### config.mk
export PLATFORM = sky130hd
export DESIGN_NAME = infix_token_calculator_flat
export DESIGN_NICKNAME = d
export VERILOG_FILES = /design/src/rtl/core/itc_pkg.sv /design/src/rtl/core/itc_tok_if.sv /design/src/rtl/core/itc_datapath.sv /design/src/rtl/core/itc_ctrl.sv /design/src/rtl/core/infix_token_calculator.sv /design/src/flat_wrapper.sv
export SDC_FILE = /design/constraint.sdc
export NUM_CORES = 2
export LEC_CHECK = 0
export BUFFER_PORTS_ARGS = -buffer_cell sky130_fd_sc_hd__buf_2
export CAP_MARGIN = 10
export CORE_MARGIN = 2
export CORE_UTILIZATION = 40
export DETAILED_ROUTE_END_ITERATION = 10
export PLACE_DENSITY = 0.59
export SYNTH_ARGS = -nofsm -noshare
export SYNTH_HDL_FRONTEND = slang
export SYNTH_SLANG_ARGS = --single-unit
### constraint.sdc
create_clock -name clk_i -period 13.2 [get_ports clk_i]
set_clock_uncertainty 0.2 [all_clocks]
set_input_delay 2.64 -clock clk_i [delete_from_list [all_inputs] [get_ports clk_i]]
set_output_delay 2.64 -clock clk_i [all_outputs]
set_load 0.01 [all_outputs]
### src/rtl/core/itc_pkg.sv
package itc_pkg;

  localparam int unsigned DataW    = 32;
  localparam int unsigned DivSteps = DataW;
  localparam int unsigned CntW     = $clog2(DivSteps);

  typedef enum logic [2:0] {
    OP_NUMBER = 3'd0,
    OP_PLUS   = 3'd1,
    OP_MINUS  = 3'd2,
    OP_TIMES  = 3'd3,
    OP_DIVIDE = 3'd4,
    OP_EQUALS = 3'd5
  } opcode_e;

  typedef enum logic [1:0] {
    MUL_NONE   = 2'd0,
    MUL_TIMES  = 2'd1,
    MUL_DIVIDE = 2'd2
  } mul_op_e;

  typedef enum logic [1:0] {
    ST_OK    = 2'd0,
    ST_DIV0  = 2'd1,
    ST_ORDER = 2'd2
  } status_e;

  // commands from the controller to the datapath
  typedef struct packed {
    logic load_num;   // product term takes the token's number
    logic mul;        // product term times the token's number
    logic div_zero;   // zero divisor, product term becomes zero
    logic div_start;  // load the divider from product term and number
    logic div_step;   // one quotient bit
    logic div_fix;    // apply the quotient sign into the product term
    logic add_finish; // fold the product term into the running sum
    logic sub;        // pending additive operator is minus
    logic load_out;   // capture the finished sum into the result register
    logic clear;      // back to a fresh expression
  } dp_cmd_t;

  typedef struct packed {
    logic divisor_zero;
    logic div_last;
  } dp_stat_t;

endpackage

### src/rtl/core/itc_tok_if.sv
interface itc_tok_if;
  logic               valid;
  logic               ready;
  logic [2:0]         opcode;
  logic signed [31:0] number;

  modport source (output valid, output opcode, output number, input ready);
  modport sink (input valid, input opcode, input number, output ready);
endinterface

interface itc_res_if;
  logic               valid;
  logic               ready;
  logic signed [31:0] value;
  logic [1:0]         status;

  modport source (output valid, output value, output status, input ready);
  modport sink (input valid, input value, input status, output ready);
endinterface

### src/rtl/core/itc_datapath.sv
module itc_datapath (
  input  logic                clk_i,
  input  logic                rst_ni,
  input  itc_pkg::dp_cmd_t    cmd_i,
  input  logic signed [31:0]  number_i,
  output itc_pkg::dp_stat_t   stat_o,
  output logic signed [31:0]  value_o
);
  import itc_pkg::*;

  logic [DataW-1:0] sum_q, sum_d;
  logic [DataW-1:0] prod_q, prod_d;
  logic [DataW-1:0] rem_q, rem_d;
  logic [DataW-1:0] quo_q, quo_d;
  logic [DataW-1:0] dvs_q, dvs_d;
  logic             neg_q, neg_d;
  logic [CntW-1:0]  cnt_q, cnt_d;
  logic [DataW-1:0] value_q, value_d;

  logic [DataW-1:0] num;
  logic [DataW-1:0] finish_sum;
  logic [DataW-1:0] mul_res;
  logic [DataW:0]   trial;

  assign num        = DataW'(number_i);
  assign finish_sum = cmd_i.sub ? (sum_q - prod_q) : (sum_q + prod_q);
  assign mul_res    = prod_q * num;
  // restoring step on magnitudes, remainder stays below the divisor
  assign trial      = {rem_q, quo_q[DataW-1]} - {1'b0, dvs_q};

  always_comb begin
    sum_d   = sum_q;
    prod_d  = prod_q;
    rem_d   = rem_q;
    quo_d   = quo_q;
    dvs_d   = dvs_q;
    neg_d   = neg_q;
    cnt_d   = cnt_q;
    value_d = value_q;
    if (cmd_i.load_num) prod_d = num;
    if (cmd_i.mul)      prod_d = mul_res;
    if (cmd_i.div_zero) prod_d = '0;
    if (cmd_i.div_start) begin
      rem_d = '0;
      quo_d = prod_q[DataW-1] ? (DataW'(0) - prod_q) : prod_q;
      dvs_d = num[DataW-1] ? (DataW'(0) - num) : num;
      neg_d = prod_q[DataW-1] ^ num[DataW-1];
      cnt_d = '0;
    end
    if (cmd_i.div_step) begin
      if (!trial[DataW]) begin
        rem_d = trial[DataW-1:0];
        quo_d = {quo_q[DataW-2:0], 1'b1};
      end else begin
        rem_d = {rem_q[DataW-2:0], quo_q[DataW-1]};
        quo_d = {quo_q[DataW-2:0], 1'b0};
      end
      cnt_d = cnt_q + CntW'(1);
    end
    if (cmd_i.div_fix) prod_d = neg_q ? (DataW'(0) - quo_q) : quo_q;
    if (cmd_i.add_finish) begin
      sum_d  = finish_sum;
      prod_d = '0;
    end
    if (cmd_i.load_out) value_d = finish_sum;
    if (cmd_i.clear) begin
      sum_d  = '0;
      prod_d = '0;
    end
  end

  always_ff @(posedge clk_i or negedge rst_ni) begin
    if (!rst_ni) begin
      sum_q  <= '0;
      prod_q <= '0;
    end else begin
      sum_q  <= sum_d;
      prod_q <= prod_d;
    end
  end

  always_ff @(posedge clk_i) begin
    rem_q   <= rem_d;
    quo_q   <= quo_d;
    dvs_q   <= dvs_d;
    neg_q   <= neg_d;
    cnt_q   <= cnt_d;
    value_q <= value_d;
  end

  assign stat_o.divisor_zero = (num == '0);
  assign stat_o.div_last     = (cnt_q == CntW'(DivSteps - 1));
  assign value_o             = value_q;

endmodule

### src/rtl/core/itc_ctrl.sv
module itc_ctrl (
  input  logic              clk_i,
  input  logic              rst_ni,
  input  logic              in_valid_i,
  input  logic [2:0]        opcode_i,
  output logic              in_ready_o,
  output logic              out_valid_o,
  input  logic              out_ready_i,
  output logic [1:0]        status_o,
  output itc_pkg::dp_cmd_t  cmd_o,
  input  itc_pkg::dp_stat_t stat_i
);
  import itc_pkg::*;

  typedef enum logic [3:0] {
    S_IDLE = 4'b0001,
    S_DIV  = 4'b0010,
    S_FIX  = 4'b0100,
    S_EMIT = 4'b1000
  } state_e;

  state_e   state_q, state_d;
  logic     add_q, add_d;
  mul_op_e  mul_q, mul_d;
  logic     expect_q, expect_d;
  status_e  sticky_q, sticky_d;
  logic     oval_q, oval_d;
  status_e  ostat_q, ostat_d;

  logic     fire;
  logic     out_free;
  dp_cmd_t  cmd;
  logic     raise_order;
  logic     raise_div0;
  logic     emit;

  assign in_ready_o = (state_q == S_IDLE);
  assign fire       = in_valid_i && in_ready_o;
  assign out_free   = !oval_q || out_ready_i;

  always_comb begin
    state_d     = state_q;
    add_d       = add_q;
    mul_d       = mul_q;
    expect_d    = expect_q;
    cmd         = '0;
    raise_order = 1'b0;
    raise_div0  = 1'b0;
    emit        = 1'b0;
    cmd.sub     = add_q;

    unique case (state_q)
      S_IDLE: begin
        if (fire) begin
          unique case (opcode_i) inside
            OP_NUMBER: begin
              if (!expect_q) begin
                raise_order = 1'b1;
              end else begin
                case (mul_q)
                  MUL_TIMES: cmd.mul = 1'b1;
                  MUL_DIVIDE: begin
                    if (stat_i.divisor_zero) begin
                      cmd.div_zero = 1'b1;
                      raise_div0   = 1'b1;
                    end else begin
                      cmd.div_start = 1'b1;
                      state_d       = S_DIV;
                    end
                  end
                  default: cmd.load_num = 1'b1;
                endcase
                mul_d    = MUL_NONE;
                expect_d = 1'b0;
              end
            end
            OP_PLUS, OP_MINUS, OP_TIMES, OP_DIVIDE, OP_EQUALS: begin
              if (expect_q) begin
                raise_order = 1'b1;
              end else begin
                case (opcode_i) inside
                  OP_PLUS, OP_MINUS: begin
                    cmd.add_finish = 1'b1;
                    add_d          = (opcode_i == OP_MINUS);
                    mul_d          = MUL_NONE;
                    expect_d       = 1'b1;
                  end
                  OP_TIMES: begin
                    mul_d    = MUL_TIMES;
                    expect_d = 1'b1;
                  end
                  OP_DIVIDE: begin
                    mul_d    = MUL_DIVIDE;
                    expect_d = 1'b1;
                  end
                  default: begin
                    if (out_free) emit = 1'b1;
                    else state_d = S_EMIT;
                  end
                endcase
              end
            end
            default: raise_order = 1'b1;
          endcase
        end
      end
      S_DIV: begin
        cmd.div_step = 1'b1;
        if (stat_i.div_last) state_d = S_FIX;
      end
      S_FIX: begin
        cmd.div_fix = 1'b1;
        state_d     = S_IDLE;
      end
      S_EMIT: begin
        if (out_free) begin
          emit    = 1'b1;
          state_d = S_IDLE;
        end
      end
      default: state_d = S_IDLE;
    endcase

    if (emit) begin
      cmd.load_out = 1'b1;
      cmd.clear    = 1'b1;
      add_d        = 1'b0;
      mul_d        = MUL_NONE;
      expect_d     = 1'b1;
    end
  end

  // order error outranks a division error
  always_comb begin
    sticky_d = sticky_q;
    if (raise_order) sticky_d = ST_ORDER;
    else if (raise_div0 && (sticky_q == ST_OK)) sticky_d = ST_DIV0;
    if (emit) sticky_d = ST_OK;
  end

  always_comb begin
    oval_d  = oval_q;
    ostat_d = ostat_q;
    if (oval_q && out_ready_i) oval_d = 1'b0;
    if (emit) begin
      oval_d  = 1'b1;
      ostat_d = sticky_q;
    end
  end

  always_ff @(posedge clk_i or negedge rst_ni) begin
    if (!rst_ni) begin
      state_q  <= S_IDLE;
      add_q    <= 1'b0;
      mul_q    <= MUL_NONE;
      expect_q <= 1'b1;
      sticky_q <= ST_OK;
      oval_q   <= 1'b0;
    end else begin
      state_q  <= state_d;
      add_q    <= add_d;
      mul_q    <= mul_d;
      expect_q <= expect_d;
      sticky_q <= sticky_d;
      oval_q   <= oval_d;
    end
  end

  always_ff @(posedge clk_i) begin
    ostat_q <= ostat_d;
  end

  assign out_valid_o = oval_q;
  assign status_o    = ostat_q;
  assign cmd_o       = cmd;

endmodule

### src/rtl/core/infix_token_calculator.sv
// infix calculator over a stream of lexed tokens: numbers and + - * / =, with * and /
// binding tighter than + and -; '=' emits the wrapped 32-bit value and a status
// (0 ok, 1 division by zero, 2 token order error) and starts a fresh expression.
// a token is taken whenever the calculator is idle; a nonzero number that follows '/'
// first loads the divider, then runs the shared one-bit-per-cycle restoring divider,
// then applies the sign, and no new token is taken until that is done. the result sits
// in an output register, so tokens keep flowing while it waits; an '=' that finds that
// register still full is taken, but the next token holds until the register drains.
module infix_token_calculator (
  input  logic      clk_i,
  input  logic      rst_ni,
  itc_tok_if.sink   tok_i,
  itc_res_if.source res_o
);
  import itc_pkg::*;

  dp_cmd_t            cmd;
  dp_stat_t           stat;
  logic signed [31:0] value;

  itc_ctrl u_ctrl (
    .clk_i       (clk_i),
    .rst_ni      (rst_ni),
    .in_valid_i  (tok_i.valid),
    .opcode_i    (tok_i.opcode),
    .in_ready_o  (tok_i.ready),
    .out_valid_o (res_o.valid),
    .out_ready_i (res_o.ready),
    .status_o    (res_o.status),
    .cmd_o       (cmd),
    .stat_i      (stat)
  );

  itc_datapath u_datapath (
    .clk_i    (clk_i),
    .rst_ni   (rst_ni),
    .cmd_i    (cmd),
    .number_i (tok_i.number),
    .stat_o   (stat),
    .value_o  (value)
  );

  assign res_o.value = value;

endmodule
### src/flat_wrapper.sv
// flat-port wrapper written by rule: the top's interface ports become plain ports
module infix_token_calculator_flat import itc_pkg::*;
  (clk_i, rst_ni, tok_i_valid, tok_i_opcode, tok_i_number, tok_i_ready, res_o_valid, res_o_value, res_o_status, res_o_ready);
  itc_tok_if tok_i_i ();
  itc_res_if res_o_i ();
  input  logic clk_i;
  input  logic rst_ni;
  input wire logic [$bits(tok_i_i.valid)-1:0] tok_i_valid;
  input wire logic [$bits(tok_i_i.opcode)-1:0] tok_i_opcode;
  input wire logic [$bits(tok_i_i.number)-1:0] tok_i_number;
  output wire logic [$bits(tok_i_i.ready)-1:0] tok_i_ready;
  output wire logic [$bits(res_o_i.valid)-1:0] res_o_valid;
  output wire logic [$bits(res_o_i.value)-1:0] res_o_value;
  output wire logic [$bits(res_o_i.status)-1:0] res_o_status;
  input wire logic [$bits(res_o_i.ready)-1:0] res_o_ready;
  assign tok_i_i.valid = tok_i_valid;
  assign tok_i_i.opcode = tok_i_opcode;
  assign tok_i_i.number = tok_i_number;
  assign tok_i_ready = tok_i_i.ready;
  assign res_o_valid = res_o_i.valid;
  assign res_o_value = res_o_i.value;
  assign res_o_status = res_o_i.status;
  assign res_o_i.ready = res_o_ready;
  infix_token_calculator u_core (.clk_i(clk_i), .rst_ni(rst_ni), .tok_i(tok_i_i), .res_o(res_o_i));
endmodule
==> key figures <==
Setup path
  • Worst path top cell family by delay: adder cells
  • Worst path max stage delay: 0.64 ns
  • Startpoint types: primary input
  • Crit-path cells: buf_2 > and2_1 > fa_1 > fa_1 > fa_1 > inv_1 > fa_1 > inv_1 > fa_1 > inv_1 > fa_1 > inv_1 > fa_1 > fa_1 > ha_1 > and3_1 > nand3_1 > o311ai_0 > nand3_1 > mux2i_1 > a32oi_1 > a21oi_1
  • Worst Setup SP: tok_i_number[6]
  • Top cell by count, worst path: fa_1
  • Critical Path RT: roughly 13 ns
  • WP depth: 22
  • Worst R2R Start: u_core.u_datapath.prod_q[11]
  • Critical path capture point type: register
  • Critical path buffers and inverters: 5
  • R2R cell count: 21
  • Crit path DAT: a little under 10 ns
  • Max FO, Critical Path: 32
  • Slowest stage cell, crit path: o311ai_0
  • CP Class: in -> reg

Clocking
  • Total CTS buffers: 26
  • Max Root-Sink Buffers: 3
  • Clk sinks: 211
  • Clk root buf: clkbuf_16
  • Clk slew on worst S/H paths: approximately 0.070 ns
  • Post-CTS resize count: 0
  • H-tree levels: 1
  • CTS tree: built
  • Postcts setup bufs: 0
  • Clk Latency, worst-skew pair: roughly 0.55 ns
  • # hold bufs at CTS: 0

Final layout
  • Layout cells sized above 1: 0.06196
  • Finished Layout Cells: between 4000 and 5000
  • Commonest cells after routing, fill and taps aside: 455 x inv_1, 414 x nand2_1, 410 x fa_1
  • Area delta synth->final: 6.945%
  • Most common cell after layout, fill and taps aside: inv_1
  • Final Cell Area: ~0.032 mm²
  • Filler cells: between 7000 and 8000
  • # nets final: 3964

Timing
  • Hold WS: 0.2559 ns
  • Number of hold violations in the final report: 0
  • Min Clock Period, post-route: roughly 9.5 ns
  • Worst-margin pin slew: about 1 ns
  • Final period util: 0.7160
  • Max-slew headroom: 0.3209
  • Peak Freq: roughly 110 MHz
  • Final number of max-transition violations: 0
  • RSZ-0062 raised after global routing: no
  • Setup Viol. Count Final: 0
  • TNS Setup: 0 ns

Synth
  • Top cells by area, synth: fa_1 27%, edfxtp_1 13%, ha_1 8.0%
  • Syn Inst Count: ~3400
  • Mapped Nets: about 4000
  • Top FF cell, synth: edfxtp_1
  • Seq/Total Area, Yosys: 0.1964
  • Yosys warnings: 0
  • Post-synthesis cell type count: 87
  • Syn Area/Cell: 9.014 µm²
  • Cell accounting for the most synthesized area: fa_1
  • Synth top area share: 0.2704
  • Post-synth EDFFs: 136
  • Post-synth ARST share: 0.3555
  • Netlist Area Pre-Place: 0.03036 mm²
  • Synth Register Bits: about 210

Drt
  • Routed Antenna Nets: 0
  • DR vias/cell: 5.439
  • Remaining DRCs: 0
  • WL final: approximately 90 mm
  • DR iter-0 viols: roughly 1800
  • Via count: 23500
  • Wire per inst: roughly 20 µm
  • Pre-antenna DRT Iters: 5

Job
  • Max-Cap Viols: 0

Placement
  • Area after DPL: around 0.032 mm²
  • Hpwl dp: 63.43 mm
  • Final Wtd Congestion: ~0.87
  • Buffers on Ports: 74
  • # placed instances: ~4300

Global routing
  • Vias in the first global route: 23930
  • First-pass GRT wire length: between 100 and 150 mm
  • Initial antenna violation count: 4
  • Pin count of the biggest net entering global routing: 81
  • Total track usage: 0.2272
  • Overflow after GRT: 0

Floorplan
  • Initial cell density of the core: 0.4017
  • Die H: ~280 µm
  • Row count: roughly 100
  • Num ports: 75
  • Width of the chip: ~280 µm
  • Core Area: approximately 0.076 mm²
  • Full die area: between 0.07 and 0.08 mm²

Status
  • Status: finished, final reports clean

Hold path
  • Worst Hold Path Cells: 0
  • Hold Crit Start: u_core.u_ctrl.sticky_q[0]
  • Worst hold-check path type: reg -> reg
[cells in the mapped netlist (10+ instances only)]
| cell | number |
|---|---|
| and3_1 | 15 |
| xnor2_1 | 185 |
| nand3_1 | 54 |
| nor3_1 | 41 |
| nand2b_1 | 13 |
| o21ai_0 | 167 |
| inv_1 | 456 |
| o31ai_1 | 28 |
| a211oi_1 | 12 |
| or3_1 | 21 |
| dfrtp_1 | 73 |
| xor2_1 | 65 |
| o41ai_1 | 13 |
| and2_1 | 324 |
| mux2i_1 | 11 |
| a221oi_1 | 15 |
| nor2b_1 | 17 |
| edfxtp_1 | 136 |
| ha_1 | 194 |
| nand4_1 | 14 |
| nand2_1 | 415 |
| o21a_1 | 29 |
| buf_2 | 10 |
| a31oi_1 | 19 |
| clkbuf_1 | 181 |
| a21o_1 | 33 |
| fa_1 | 410 |
| nor2_1 | 126 |
| o211ai_1 | 10 |
| or2_2 | 11 |
| a21oi_1 | 128 |
| or4_1 | 11 |
[final timing paths]
kind                                                      to  slack, ns
max in group asynchronous       u_core.u_datapath.prod_q[26]       9.80
worst max register to register  u_core.u_datapath.prod_q[25]       5.58
worst max-delay path            u_core.u_datapath.prod_q[25]       3.75
min in group asynchronous        u_core.u_datapath.sum_q[30]       1.75
worst min register to register     u_core.u_ctrl.status_o[0]       0.26
worst min-delay path               u_core.u_ctrl.status_o[0]       0.26
[logic make-up (layout without fill, tap and decap cells)]
kind of cell,Yosys count,after routing,share of synthesized area
AOI/OAI and AO/OA,538,538,0.1135
xor gates and xnor gates,250,250,0.07213
adders and majority gates,604,604,0.3503
buffers and inverters,654,627,0.08181
DFF,211,211,0.1964
muxes,12,12,0.003998
other,0,2,0
and+or+nand+nor,1099,1099,0.1818
[registers in the layout, indices dropped and copies added, names as in the netlist, 2 cells and up]
| signal | count |
|---|---|
| u_core.u_datapath.dvs_q | 32 |
| u_core.u_datapath.prod_q | 32 |
| u_core.u_datapath.quo_q | 32 |
| u_core.u_datapath.rem_q | 32 |
| u_core.u_datapath.sum_q | 32 |
| u_core.u_datapath.value_o | 32 |
| u_core.u_datapath.cnt_q | 5 |
| u_core.u_ctrl.state_q | 4 |
| u_core.u_ctrl.mul_q | 2 |
| u_core.u_ctrl.status_o | 2 |
| u_core.u_ctrl.sticky_q | 2 |
[layer usage]
metal | GRT usage | routed length, µm | part of all wire
met2 | 0.3922 | 42780 | 0.49
met4 | 0.05690 | 2590 | 0.030
met5 | 0 | 43 | 0.00049
met1 | 0.3045 | 37080 | 0.42
met3 | 0.02544 | 5210 | 0.059
[worst reg2reg max path, cell delays in order (launching register included)]
cell and delay, ns:
dfrtp_1 0.90, and2_1 0.27, fa_1 0.43, fa_1 0.49, fa_1 0.51, inv_1 0.05
fa_1 0.47, inv_1 0.05, fa_1 0.49, inv_1 0.05, fa_1 0.55, inv_1 0.05
fa_1 0.49, fa_1 0.41, ha_1 0.43, and3_1 0.19, nand3_1 0.17, o311ai_0 0.64
nand3_1 0.18, mux2i_1 0.16, a32oi_1 0.20, a21oi_1 0.10
[cell type report]
cell class              count  area (µm²)  area share
repair buffers            122       733.2     0.02258
flip-flops and latches    211        5963      0.1837
clock inverters            16       162.7    0.005010
inverters                 457        1715     0.05284
clock buffers              32       714.4     0.02201
multi-input cells        2503       21950      0.6760
well taps                 978        1224     0.03769
diodes                      2       5.005   0.0001542
[per-stage QoR]
step           utilization  worst slack, ns
2_1_floorplan            -            3.884
3_3_place_gp        0.4179            3.297
3_5_place_dp        0.4179            3.250
4_1_cts             0.4296            3.794
5_1_grt             0.4296            3.457
6_report            0.4296            3.749
Power is not shown: default switching activity piles up to over one toggle a cycle in this logic, so the estimate is an artifact.
